===== config.mk =====
export PLATFORM = sky130hd
export DESIGN_NAME = lru_buffer_pool_manager
export DESIGN_NICKNAME = d
export VERILOG_FILES = /design/src/hdl/lbpm_pkg.sv /design/src/hdl/lru_buffer_pool_manager.sv /design/src/hdl/lbpm_front.sv /design/src/hdl/lbpm_back.sv
export SDC_FILE = /design/constraint.sdc
export NUM_CORES = 2
export LEC_CHECK = 0
export BUFFER_PORTS_ARGS = -buffer_cell sky130_fd_sc_hd__buf_2
export CAP_MARGIN = 15
export CORE_ASPECT_RATIO = 0.8
export CORE_UTILIZATION = 45
export CTS_BUF_LIST = sky130_fd_sc_hd__clkbuf_2
export DETAILED_ROUTE_END_ITERATION = 7
export GPL_TIMING_DRIVEN = 0
export SLEW_MARGIN = 40
export SYNTH_ARGS = -nofsm -noshare
export SYNTH_HDL_FRONTEND = slang
export SYNTH_HIERARCHICAL = 1
export SYNTH_SLANG_ARGS = --single-unit

===== constraint.sdc =====
create_clock -name clock -period 6 [get_ports clock]
set_input_delay 0.3 -clock clock [delete_from_list [all_inputs] [get_ports clock]]
set_output_delay 0.3 -clock clock [all_outputs]
set_load 0.05 [all_outputs]

===== src/hdl/lbpm_pkg.sv =====
// Shared types and constants of the buffer pool frame table.
package lbpm_pkg;

   localparam int NUM_FRAMES = 16;
   localparam int PAGE_BITS = 20;
   localparam int FRAME_BITS = $clog2(NUM_FRAMES);
   localparam int COUNT_BITS = $clog2(NUM_FRAMES + 1);
   localparam int MAX_ACTIVE = (NUM_FRAMES < 16) ? NUM_FRAMES : 16;
   localparam int QUEUE_DEPTH = 2;
   localparam int QUEUE_BITS = $clog2(QUEUE_DEPTH);

   typedef enum logic [2:0] {
      CMD_PIN = 3'd0,
      CMD_UNPIN = 3'd1,
      CMD_DIRTY = 3'd2,
      CMD_FORCE = 3'd3,
      CMD_FLUSH = 3'd4
   } cmd_type;

   typedef enum logic [1:0] {
      STAT_OK = 2'd0,
      STAT_ALL_PINNED = 2'd1,
      STAT_NOT_FOUND = 2'd2
   } status_type;

   // States of the back part.
   typedef enum logic [2:0] {
      B_IDLE, B_SCAN, B_FLUSH, B_EMIT
   } bstate_type;

   // Classified request from the front part.
   typedef struct packed {
      logic [2:0] cmd;
      logic [PAGE_BITS-1:0] page;
      logic found;
      logic [FRAME_BITS-1:0] frame;
      logic [COUNT_BITS-1:0] active;
   } job_type;

   // Snapshot of one frame used by the front scan.
   typedef struct packed {
      logic valid;
      logic [PAGE_BITS-1:0] page;
   } probe_type;

endpackage


===== src/hdl/lru_buffer_pool_manager.sv =====
// Top level of the buffer pool frame table.
//  channel | ports                                     | direction
//  request | push, full, req_cmd, req_page_num         | in
//  result  | empty, pop, rsp_*                         | out
//  config  | csr_valid, csr_ready, csr_frames_in_use   | in
// With n active frames, the front part looks the page up over the n frames and then hands
// the request to the back part, which registers the result.
// A pin miss adds a victim scan over the n frames; a flush sweeps n frames, one a cycle,
// and emits each write-back as the result register drains.
// Reset is synchronous and empties the pool; frames_in_use returns to 16.
// A full result register stalls the back part; full stays high until the back part has taken the request and is idle.
module lru_buffer_pool_manager (
   input  logic clock,
   input  logic reset,
   input  logic push,
   output logic full,
   input  logic [2:0] req_cmd,
   input  logic [19:0] req_page_num,
   output logic empty,
   input  logic pop,
   output logic [1:0] rsp_status,
   output logic [3:0] rsp_frame_index,
   output logic rsp_hit,
   output logic rsp_fetch_valid,
   output logic rsp_writeback_valid,
   output logic [19:0] rsp_writeback_page,
   output logic rsp_last,
   output logic [31:0] rsp_read_count,
   output logic [31:0] rsp_write_count,
   input  logic csr_valid,
   output logic csr_ready,
   input  logic [4:0] csr_frames_in_use
);
   import lbpm_pkg::*;

   logic [4:0] fiu_ff;
   logic [COUNT_BITS-1:0] active;
   logic [FRAME_BITS-1:0] probe_idx;
   probe_type probe;
   logic back_busy, job_valid, job_take;
   job_type job;

   assign csr_ready = 1'b1;

   always_ff @(posedge clock) begin
      if (reset) begin
         fiu_ff <= 5'd16;
      end else if (csr_valid) begin
         fiu_ff <= csr_frames_in_use;
      end
   end

   // Clamp to 1..MAX_ACTIVE.
   always_comb begin
      if (fiu_ff == 5'd0) begin
         active = COUNT_BITS'(1);
      end else if (int'(fiu_ff) > MAX_ACTIVE) begin
         active = COUNT_BITS'(MAX_ACTIVE);
      end else begin
         active = COUNT_BITS'(fiu_ff);
      end
   end

   lbpm_front u_front (
      .clock(clock), .reset(reset), .req_push(push), .full(full),
      .req_cmd(req_cmd), .req_page_num(req_page_num), .active(active),
      .probe_idx(probe_idx), .probe(probe), .back_busy(back_busy),
      .job_valid(job_valid), .job(job), .job_take(job_take)
   );

   lbpm_back u_back (
      .clock(clock), .reset(reset), .job_valid(job_valid), .job(job),
      .job_take(job_take), .busy(back_busy), .probe_idx(probe_idx), .probe(probe),
      .rsp_empty(empty), .rsp_pop(pop), .rsp_status(rsp_status),
      .rsp_frame_index(rsp_frame_index), .rsp_hit(rsp_hit),
      .rsp_fetch_valid(rsp_fetch_valid), .rsp_writeback_valid(rsp_writeback_valid),
      .rsp_writeback_page(rsp_writeback_page), .rsp_last(rsp_last),
      .rsp_read_count(rsp_read_count), .rsp_write_count(rsp_write_count)
   );

endmodule


===== src/hdl/lbpm_front.sv =====
// Front part: accepts requests and looks the page up, one frame a cycle.
module lbpm_front (
   input  logic clock,
   input  logic reset,
   input  logic req_push,
   output logic full,
   input  logic [2:0] req_cmd,
   input  logic [lbpm_pkg::PAGE_BITS-1:0] req_page_num,
   input  logic [lbpm_pkg::COUNT_BITS-1:0] active,
   output logic [lbpm_pkg::FRAME_BITS-1:0] probe_idx,
   input  lbpm_pkg::probe_type probe,
   input  logic back_busy,
   output logic job_valid,
   output lbpm_pkg::job_type job,
   input  logic job_take
);
   import lbpm_pkg::*;

   logic busy_ff, busy_in;
   logic [2:0] cmd_ff, cmd_in;
   logic [PAGE_BITS-1:0] page_ff, page_in;
   logic [FRAME_BITS-1:0] idx_ff, idx_in;
   logic [COUNT_BITS-1:0] act_ff, act_in;
   logic found_ff, found_in;
   logic [FRAME_BITS-1:0] hit_ff, hit_in;
   logic done_ff, done_in;

   job_type q_ff [QUEUE_DEPTH];
   logic [QUEUE_BITS-1:0] rd_ff, wr_ff;
   logic [QUEUE_BITS:0] cnt_ff;
   logic push_q;
   logic accept;

   // One request is in flight at a time: the frame table changes under it.
   assign full = busy_ff || done_ff || back_busy || (cnt_ff != '0);
   assign accept = req_push && !full;
   assign probe_idx = idx_ff;
   assign job_valid = (cnt_ff != '0);
   assign job = q_ff[rd_ff];

   always_comb begin
      busy_in = busy_ff;
      cmd_in = cmd_ff;
      page_in = page_ff;
      idx_in = idx_ff;
      act_in = act_ff;
      found_in = found_ff;
      hit_in = hit_ff;
      done_in = 1'b0;
      push_q = 1'b0;
      if (accept) begin
         busy_in = 1'b1;
         cmd_in = req_cmd;
         page_in = req_page_num;
         idx_in = '0;
         act_in = active;
         found_in = 1'b0;
         hit_in = '0;
      end else if (busy_ff) begin
         if (!found_ff && probe.valid && probe.page == page_ff) begin
            found_in = 1'b1;
            hit_in = idx_ff;
         end
         if (COUNT_BITS'(idx_ff) + COUNT_BITS'(1) >= act_ff) begin
            busy_in = 1'b0;
            done_in = 1'b1;
         end else begin
            idx_in = idx_ff + FRAME_BITS'(1);
         end
      end
      if (done_ff) begin
         push_q = 1'b1;
      end
   end

   always_ff @(posedge clock) begin
      if (reset) begin
         busy_ff <= 1'b0;
         done_ff <= 1'b0;
         rd_ff <= '0;
         wr_ff <= '0;
         cnt_ff <= '0;
      end else begin
         busy_ff <= busy_in;
         done_ff <= done_in;
         if (push_q) begin
            wr_ff <= wr_ff + 1'b1;
         end
         if (job_take) begin
            rd_ff <= rd_ff + 1'b1;
         end
         cnt_ff <= cnt_ff + {{QUEUE_BITS{1'b0}}, push_q} - {{QUEUE_BITS{1'b0}}, job_take};
      end
      cmd_ff <= cmd_in;
      page_ff <= page_in;
      idx_ff <= idx_in;
      act_ff <= act_in;
      found_ff <= found_in;
      hit_ff <= hit_in;
      if (push_q) begin
         q_ff[wr_ff] <= '{cmd: cmd_ff, page: page_ff, found: found_ff, frame: hit_ff,
                          active: act_ff};
      end
   end

endmodule


===== src/hdl/lbpm_back.sv =====
// Back part: frame table, victim search, flush sweep and result register.
module lbpm_back (
   input  logic clock,
   input  logic reset,
   input  logic job_valid,
   input  lbpm_pkg::job_type job,
   output logic job_take,
   output logic busy,
   input  logic [lbpm_pkg::FRAME_BITS-1:0] probe_idx,
   output lbpm_pkg::probe_type probe,
   output logic rsp_empty,
   input  logic rsp_pop,
   output logic [1:0] rsp_status,
   output logic [3:0] rsp_frame_index,
   output logic rsp_hit,
   output logic rsp_fetch_valid,
   output logic rsp_writeback_valid,
   output logic [19:0] rsp_writeback_page,
   output logic rsp_last,
   output logic [31:0] rsp_read_count,
   output logic [31:0] rsp_write_count
);
   import lbpm_pkg::*;

   logic [PAGE_BITS-1:0] page_ff [NUM_FRAMES];
   logic [NUM_FRAMES-1:0] valid_ff, dirty_ff;
   logic [7:0] pin_ff [NUM_FRAMES];
   logic [31:0] stamp_ff [NUM_FRAMES];
   logic [31:0] clk_ff, reads_ff, writes_ff;

   bstate_type st_ff, st_in;
   job_type j_ff;
   logic [FRAME_BITS-1:0] i_ff, i_in;
   logic vic_ok_ff, vic_ok_in, vic_empty_ff, vic_empty_in;
   logic [FRAME_BITS-1:0] vic_ff, vic_in;
   logic any_ff, any_in;

   // Output register holding one result.
   logic o_full_ff;
   logic [1:0] o_stat_ff, o_stat_in;
   logic [3:0] o_frame_ff, o_frame_in;
   logic o_hit_ff, o_fetch_ff, o_wb_ff, o_last_ff;
   logic o_hit_in, o_fetch_in, o_wb_in, o_last_in;
   logic [19:0] o_page_ff, o_page_in;
   logic [31:0] o_rd_ff, o_wr_ff, o_rd_in, o_wr_in;
   logic o_load;

   logic o_free;
   logic last_idx;
   logic flush_sel;
   logic more_after;

   assign probe = '{valid: valid_ff[probe_idx], page: page_ff[probe_idx]};
   assign o_free = !o_full_ff || rsp_pop;
   assign rsp_empty = !o_full_ff;
   assign rsp_status = o_stat_ff;
   assign rsp_frame_index = o_frame_ff;
   assign rsp_hit = o_hit_ff;
   assign rsp_fetch_valid = o_fetch_ff;
   assign rsp_writeback_valid = o_wb_ff;
   assign rsp_writeback_page = o_page_ff;
   assign rsp_last = o_last_ff;
   assign rsp_read_count = o_rd_ff;
   assign rsp_write_count = o_wr_ff;
   // The frame table is final once the state machine is idle, so a waiting
   // result does not hold off the next lookup.
   assign busy = (st_ff != B_IDLE);
   assign job_take = job_valid && (st_ff == B_IDLE) && !o_full_ff;
   assign last_idx = (COUNT_BITS'(i_ff) + COUNT_BITS'(1) >= j_ff.active);
   assign flush_sel = valid_ff[i_ff] && pin_ff[i_ff] == 8'd0 && dirty_ff[i_ff];

   always_comb begin
      st_in = st_ff;
      i_in = i_ff;
      vic_ok_in = vic_ok_ff;
      vic_empty_in = vic_empty_ff;
      vic_in = vic_ff;
      any_in = any_ff;
      unique case (st_ff)
         B_IDLE: begin
            if (job_take) begin
               i_in = '0;
               vic_ok_in = 1'b0;
               vic_empty_in = 1'b0;
               vic_in = '0;
               any_in = 1'b0;
               if (job.cmd == CMD_PIN && !job.found) begin
                  st_in = B_SCAN;
               end else if (job.cmd == CMD_FLUSH) begin
                  st_in = B_FLUSH;
               end else begin
                  st_in = B_EMIT;
               end
            end
         end
         B_SCAN: begin
            // Empty frames win by lowest index; else the oldest unpinned stamp.
            if (!vic_empty_ff) begin
               if (!valid_ff[i_ff]) begin
                  vic_empty_in = 1'b1;
                  vic_ok_in = 1'b1;
                  vic_in = i_ff;
               end else if (pin_ff[i_ff] == 8'd0 &&
                            (!vic_ok_ff || stamp_ff[i_ff] < stamp_ff[vic_ff])) begin
                  vic_ok_in = 1'b1;
                  vic_in = i_ff;
               end
            end
            if (last_idx) begin
               st_in = B_EMIT;
            end else begin
               i_in = i_ff + FRAME_BITS'(1);
            end
         end
         B_FLUSH: begin
            if (o_free) begin
               if (flush_sel) begin
                  any_in = 1'b1;
               end
               if (last_idx) begin
                  st_in = (flush_sel || any_ff) ? B_IDLE : B_EMIT;
               end else begin
                  i_in = i_ff + FRAME_BITS'(1);
               end
            end
         end
         B_EMIT: begin
            if (o_free) begin
               st_in = B_IDLE;
            end
         end
         default: st_in = B_IDLE;
      endcase
   end

   // Lookahead: does any frame after i_ff still need a flush?
   always_comb begin
      more_after = 1'b0;
      for (int k = 0; k < NUM_FRAMES; k++) begin
         if (k > int'(i_ff) && k < int'(j_ff.active) && valid_ff[k] &&
             pin_ff[k] == 8'd0 && dirty_ff[k]) begin
            more_after = 1'b1;
         end
      end
   end

   // Next result and the counters that go with it.
   always_comb begin
      o_load = 1'b0;
      o_stat_in = STAT_OK;
      o_frame_in = '0;
      o_hit_in = 1'b0;
      o_fetch_in = 1'b0;
      o_wb_in = 1'b0;
      o_page_in = '0;
      o_last_in = 1'b1;
      o_rd_in = reads_ff;
      o_wr_in = writes_ff;
      if (st_ff == B_FLUSH && o_free && flush_sel) begin
         o_load = 1'b1;
         o_frame_in = 4'(i_ff);
         o_wb_in = 1'b1;
         o_page_in = 20'(page_ff[i_ff]);
         o_last_in = !more_after;
         o_wr_in = writes_ff + 32'd1;
      end else if (st_ff == B_EMIT && o_free) begin
         o_load = 1'b1;
         priority case (1'b1)
            j_ff.cmd == CMD_PIN && j_ff.found: begin
               o_frame_in = 4'(j_ff.frame);
               o_hit_in = 1'b1;
            end
            j_ff.cmd == CMD_PIN: begin
               if (!vic_ok_ff) begin
                  o_stat_in = STAT_ALL_PINNED;
               end else begin
                  if (!vic_empty_ff && dirty_ff[vic_ff]) begin
                     o_wb_in = 1'b1;
                     o_page_in = 20'(page_ff[vic_ff]);
                     o_wr_in = writes_ff + 32'd1;
                  end
                  o_rd_in = reads_ff + 32'd1;
                  o_frame_in = 4'(vic_ff);
                  o_fetch_in = 1'b1;
               end
            end
            j_ff.cmd == CMD_UNPIN || j_ff.cmd == CMD_DIRTY: begin
               if (!j_ff.found) begin
                  o_stat_in = STAT_NOT_FOUND;
               end else begin
                  o_frame_in = 4'(j_ff.frame);
               end
            end
            j_ff.cmd == CMD_FORCE && j_ff.found: begin
               o_wr_in = writes_ff + 32'd1;
               o_frame_in = 4'(j_ff.frame);
               o_wb_in = 1'b1;
               o_page_in = 20'(page_ff[j_ff.frame]);
            end
            default: begin
            end
         endcase
      end
   end

   always_ff @(posedge clock) begin
      if (reset) begin
         st_ff <= B_IDLE;
         valid_ff <= '0;
         dirty_ff <= '0;
         for (int k = 0; k < NUM_FRAMES; k++) begin
            pin_ff[k] <= 8'd0;
         end
         clk_ff <= '0;
         reads_ff <= '0;
         writes_ff <= '0;
         o_full_ff <= 1'b0;
      end else begin
         st_ff <= st_in;
         if (o_load) begin
            o_full_ff <= 1'b1;
            reads_ff <= o_rd_in;
            writes_ff <= o_wr_in;
         end else if (rsp_pop) begin
            o_full_ff <= 1'b0;
         end
         if (st_ff == B_FLUSH && o_free && flush_sel) begin
            dirty_ff[i_ff] <= 1'b0;
         end
         if (st_ff == B_EMIT && o_free) begin
            priority case (1'b1)
               j_ff.cmd == CMD_PIN && j_ff.found: begin
                  if (pin_ff[j_ff.frame] != 8'd255) begin
                     pin_ff[j_ff.frame] <= pin_ff[j_ff.frame] + 8'd1;
                  end
                  stamp_ff[j_ff.frame] <= clk_ff;
                  clk_ff <= clk_ff + 32'd1;
               end
               j_ff.cmd == CMD_PIN: begin
                  if (vic_ok_ff) begin
                     valid_ff[vic_ff] <= 1'b1;
                     page_ff[vic_ff] <= j_ff.page;
                     pin_ff[vic_ff] <= 8'd1;
                     dirty_ff[vic_ff] <= 1'b0;
                     stamp_ff[vic_ff] <= clk_ff;
                     clk_ff <= clk_ff + 32'd1;
                  end
               end
               j_ff.cmd == CMD_UNPIN || j_ff.cmd == CMD_DIRTY: begin
                  if (j_ff.found) begin
                     if (j_ff.cmd == CMD_UNPIN) begin
                        if (pin_ff[j_ff.frame] != 8'd0) begin
                           pin_ff[j_ff.frame] <= pin_ff[j_ff.frame] - 8'd1;
                        end
                     end else begin
                        dirty_ff[j_ff.frame] <= 1'b1;
                     end
                  end
               end
               j_ff.cmd == CMD_FORCE && j_ff.found: begin
                  dirty_ff[j_ff.frame] <= 1'b0;
               end
               default: begin
               end
            endcase
         end
      end
      if (o_load) begin
         o_stat_ff <= o_stat_in;
         o_frame_ff <= o_frame_in;
         o_hit_ff <= o_hit_in;
         o_fetch_ff <= o_fetch_in;
         o_wb_ff <= o_wb_in;
         o_page_ff <= o_page_in;
         o_last_ff <= o_last_in;
         o_rd_ff <= o_rd_in;
         o_wr_ff <= o_wr_in;
      end
      if (job_take) begin
         j_ff <= job;
      end
      i_ff <= i_in;
      vic_ok_ff <= vic_ok_in;
      vic_empty_ff <= vic_empty_in;
      vic_ff <= vic_in;
      any_ff <= any_in;
   end

endmodule

* Word-level counts from Yosys, hierarchy flattened
Memories as Yosys holds them, arrays and structs flattened. A register that Yosys moved wholly into a read port is not among the register bits.
Cells that the tools add are included.
** Storage, ports and cells
- Bits in registers :: 318
- Bits in writable memories :: 1026
- Logic and storage cells :: 432
- Memories kept :: 4
** Operators by class
- Add/subtract/negate cells :: 13
- Order comparisons :: 41
- Equal/unequal tests :: 17
- Multiplexer cells :: 169
- Bitwise operators :: 13
- Reductions and logical operators :: 136
** Memory list
- u_back.stamp_ff :: depth 16, bits a word 32, read ports 2, clocked after Yosys merged registers in 2, write ports 1, line lbpm_back.sv:28 : logic [31:0] stamp_ff [NUM_FRAMES];
- u_back.page_ff :: depth 16, bits a word 20, read ports 4, clocked after Yosys merged registers in 4, write ports 1, line lbpm_back.sv:25 : logic [PAGE_BITS-1:0] page_ff [NUM_FRAMES];
- u_back.pin_ff :: depth 16, bits a word 8, read ports 17, clocked after Yosys merged registers in 2, write ports 16, line lbpm_back.sv:27 : logic [7:0] pin_ff [NUM_FRAMES];
- u_front.q_ff :: depth 2, bits a word 33, read ports 1, clocked after Yosys merged registers in 1, write ports 1, line lbpm_front.sv:28 : job_type q_ff [QUEUE_DEPTH];
** Operator list (number)
- $mux W32 :: 17
- $mux W16 :: 10
- $mux W20 :: 8
- $logic_not A8 Y1 :: 16
- $mux W4 :: 26
- $add A32 B1 Y32 const B :: 3
- $mux W1 :: 81
- $logic_and A1 B1 Y1 :: 78
- $and A16 B16 Y16 :: 3
- $not A16 Y16 :: 3
- $lt A4 B5 Y1 const A :: 8
- $gt A4 B4 Y1 const A :: 8
- $lt A32 B32 Y1 :: 1
- $or A16 B16 Y16 :: 2
- $reduce_or A32 Y1 :: 1
- $mux W8 :: 3
- $eq A20 B20 Y1 :: 1
- $lt A3 B5 Y1 const A :: 4
- $lt A4 B5 Y1 const B :: 4
- $bmux W1 S4 :: 4
- $gt A3 B4 Y1 const A :: 4
- $reduce_or A8 Y1 :: 2
- $mux W3 :: 5
- $demux W1 S4 :: 3
- other kinds (42) :: 94

* Longest topological paths before layout
- Depth after elaboration :: 21
- Mapped depth :: 18
- Mapped depth without buffers :: 15

* By module
Netlist, hierarchy kept.
** By module, submodules not included
- lbpm_back :: times used 1, cells an instance 3586, area an instance 62169.6 um^2, seq. area each 35834.4 um^2
- lbpm_front :: times used 1, cells an instance 241, area an instance 4216.5 um^2, seq. area each 3143.0 um^2
- lru_buffer_pool_manager :: times used 1, cells an instance 25, area an instance 224.0 um^2, seq. area each 100.1 um^2

* Least setup slack after synthesis
Ideal clock, no wire load.
- Path kind :: flip-flop to flip-flop
- Start :: register with a tool-made name
- End :: register u_back.vic_ff[0] (enable)
- Arrival :: 4625 ps
- Path slack :: 1065 ps
- Cell stages (with the launch flop) :: 19
- Buffers on the path :: 5
- Clock period less this slack :: 4935 ps
- Cells stage by stage :: dfxtp_1 -> buf_2 -> buf_2 -> clkbuf_1 -> buf_1 -> buf_2 -> mux4_2 -> mux4_2 -> inv_1 -> ha_1 -> a21o_1 -> a21o_1 -> a21o_1 -> a21o_1 -> a211oi_1 -> o211ai_1 -> a41oi_1 -> nand2_1 -> inv_1
** RTL lines
- end signal: assignment :: line lbpm_back.sv:285 : vic_ff <= vic_in;
- end: declaration :: line lbpm_back.sv:35 : logic [FRAME_BITS-1:0] vic_ff, vic_in;

==> summary.txt <==
Pwr
  • Leakage power: 24.2 nW
  • Power Total: 28.7 mW
  • Power Density: 377 mW/mm²
  • Worst VDD drop: 0.328 mV

Setup path
  • Crit Path Max Fanout: 10
  • Reg2Reg Depth: 16
  • WS Path Type: reg -> reg
  • Critical Path Sink Type: register
  • Arr. time, crit path: 7.52 ns
  • Startpoint Class: register
  • R2r setup slk: 0.12 ns
  • Worst Path Required: 7.63 ns

Floorplan
  • Io pins: 130
  • Die H: 346 µm
  • Die Area: 0.150 mm²
  • Initial Util: 45.6%
  • Die extent in x: 432 µm
  • Core area: 0.146 mm²
  • Cell row count: 125

Logic synthesis
  • Post-Synthesis Cells: 3,852
  • Top cells by count, synth: edfxtp_1 (1,192), mux4_2 (770), nor2_1 (246), nand2_1 (190), clkbuf_1 (165)
  • Sequential cell area fraction in the yosys report: 58.7%
  • Leading area contributor after synthesis: edfxtp_1
  • Top cell type's share of synthesized area: 53.7%
  • Net Count, Synth: 3,947
  • Warnings, synthesis: 6
  • Yosys cell types: 85
  • Avg Cell Area, Syn: 17.3 µm²
  • Post-synth design cell area: 0.0666 mm²
  • Most frequently used flop master after synthesis: edfxtp_1
  • Post-synth EDFFs: 1,192
  • Most common cell in the synthesized netlist: edfxtp_1
  • Async SR Flop Fraction: 0%
  • Yosys reg bits: 1,356
  • Area contributors post-synth: edfxtp_1 (54%), mux4_2 (26%), dfxtp_1 (4.9%), nor2_1 (1.4%), ha_1 (1.2%)

Timing
  • Worst-Margin Slew: 1.25 ns
  • Setup_tns: 0 ns
  • Minimum clock period: 5.88 ns
  • Fin. max-slew vios: 0
  • Fmax: 0.170 GHz
  • Finish-stage setup viols: 0
  • Hold slack: 0.198 ns
  • Final period util: 98.1%
  • Relative slew slack: 16.6%
  • Clock skew: 0.191 ns
  • Final Hold Viols: 0

GRT
  • First-pass GRT wire length: 301,000 µm
  • Vias in the first global route: 42,800
  • Total GRT Usage: 28.5%
  • Grt total ovfl: 0
  • Largest net degree at the start of global routing: 41
  • Initial antenna violation count: 6

Place
  • Placed cells: 6,037
  • Port Buffers: 127
  • HPWL after DPL: 147,000 µm
  • GPL Wtd Cong: 0.933

Clock network
  • Clock transition at path regs: 0.10 ns
  • H-tree Lvls: 5
  • Clock Latency Late Sink: 1.83 ns
  • Clock Path Buffers: 4
  • CTS Buf Count: 354
  • TritonCTS clock tree: done
  • Root Driver: clkbuf_2
  • Clock sinks: 1,356

Routing
  • Detailed Routing Iterations Pass 1: 6
  • Final wirelength: 213,000 µm
  • DR vias: 43,400
  • Post-route DRC: 0
  • Starting DRC count in detailed routing: 6,039
  • ANT nets after route: 0
  • Wire length per cell: 31.4 µm
  • Via density: 6.39

Status
  • Status: completed

Min path
  • Worst hold start: pop
  • WHS Path Cells: 5
  • Hold Path Sink: u_back/o_full_ff
  • Worst hold path type: in -> reg

Layout
  • Nets: 4,629
  • Fillers: 12,100
  • Multi-input combinational cell area: 0.0265 mm²
  • Area grow syn2layout: 14.5%
  • Finished Layout Cells: 6,782
  • FF+latch area: 0.0391 mm²
  • Layout cells sized above 1: 39.0%

Job
  • Max cap viols: 0
==> worst max-delay path, cell delays in order (launching register included) <==
cell	delay (ns)
dfxtp_1	0.33
clkbuf_1	0.31
buf_2	0.44
clkbuf_2	0.39
clkbuf_4	0.42
mux4_2	0.56
mux4_2	0.47
ha_1	0.32
a21o_1	0.19
a21oi_1	0.26
o21ai_0	0.29
o31ai_1	0.46
o211ai_1	0.16
clkbuf_4	0.22
a41oi_1	0.31
a21boi_1	0.34
a32o_1	0.23
==> through the flow <==
stage / utilization (%) / worst slack, ns / cell area, µm²
after floorplan: - / 1.07 / 66600
after global placement: 47.7 / -2.80 / 69700
after detailed placement: 49.2 / -1.03 / 71900
after CTS: 52.0 / 0.0110 / 76000
after global routing: 52.2 / -0.0118 / 76200
final: 52.2 / 0.117 / 76300
==> state kept, by name, summed over array words and instances, names as in the netlist, 5 cells and up, named ones only <==
name                       cells
u_back/stamp_ff              512
u_front/page_ff               20
u_back/valid_ff               16
u_back/page_ff               320
u_front/q_ff                  66
fiu_ff                         5
u_back/rsp_writeback_page     20
u_back/writes_ff              32
u_back/j_ff                   33
u_back/clk_ff                 32
u_back/rsp_read_count         32
u_back/rsp_write_count        32
u_front/act_ff                 5
u_back/pin_ff                128
u_back/reads_ff               32
u_back/dirty_ff               16
==> power by group <==
group / switching (mW) / total (mW) / internal, mW
clock: 3.93 / 6.41 / 2.48
combinational: 6.77 / 11.1 / 4.33
sequential: 0.440 / 11.2 / 10.8
total: 11.1 / 28.7 / 17.6
==> per-layer routing <==
metal | track usage (%) | vias up | share of wire, %
met5 | 0.0321 | - | 0.018
met4 | 9.63 | 6 | 2.9
met3 | 9.32 | 427 | 13
met2 | 40.8 | 3056 | 44
met1 | 40.9 | 22400 | 41
li1 | - | 17500 | -
==> what timing repair did <==
action,CTS,global route
buffers inserted,0,3
endpoints found under the hold margin,578,0
resized for setup,28,17
hold buffers,98,0
setup endpoints to repair,9,30
pin swaps,1,0
==> worst max path at each step <==
stage                                      end  cells past startpoint              from  slack (ns)
after global routing       u_back/pin_ff[7][5]                     16          register       -0.01
after detailed placement      u_back/vic_ff[2]                     16          register       -1.03
after global placement    u_back/page_ff[4][3]                      6  u_back/vic_ok_ff       -2.80
after CTS                     u_back/vic_ff[2]                     17          register        0.01
final                                 register                     16          register        0.12
after floorplan               u_back/vic_ff[0]                     18          register        1.07
==> layout make-up <==
type | count | share of cell area (%)
plain buffers | 251 | 1.70
inverters | 75 | 0.372
flip-flops and latches | 1356 | 51.2
well taps | 1968 | 3.23
diodes | 11 | 0.0361
repair buffers | 327 | 4.49
multi-input cells | 2169 | 34.8
clock buffers | 506 | 3.32
clock inverters | 119 | 0.799
==> cell families after synthesis <==
kind of cell / after synthesis / share of synthesized area [%]
adders and majority gates: 63 / 1.18
muxes: 838 / 27.1
buffers and inverters: 327 / 1.99
other: 1 / 0.00563
AOI/OAI and AO/OA: 275 / 2.88
DFF: 1356 / 58.7
xor gates and xnor gates: 124 / 1.63
and+or+nand+nor: 868 / 6.51
==> cell usage in the layout, fill, tap and decap left out, drive strengths merged, types with 6 or more instances in the layout <==
cell type / netlist / layout
edfxtp: 1192 / 1192
mux4: 770 / 770
clkbuf: 165 / 678
buf: 87 / 308
nor2: 261 / 261
nand2: 207 / 207
dfxtp: 164 / 164
clkinv: 2 / 109
dlygate4sd3: 0 / 98
inv: 73 / 78
nand3: 72 / 72
and2: 72 / 72
xor2: 69 / 69
o21ai: 68 / 68
ha: 62 / 62
nor3: 62 / 62
xnor2: 55 / 55
a21oi: 50 / 50
nor4: 42 / 42
nand4: 41 / 41
mux2: 40 / 40
a21o: 28 / 28
mux2i: 28 / 28
nor2b: 27 / 27
and3: 26 / 26
a22o: 24 / 24
a22oi: 13 / 13
or3: 12 / 12
a211oi: 12 / 12
diode: 0 / 11
o22ai: 11 / 11
and4: 10 / 10
or2: 10 / 10
a221oi: 9 / 9
nand2b: 8 / 8
o221ai: 7 / 7
o211ai: 6 / 6
No activity file was read; power rests on OpenSTA's default activity.
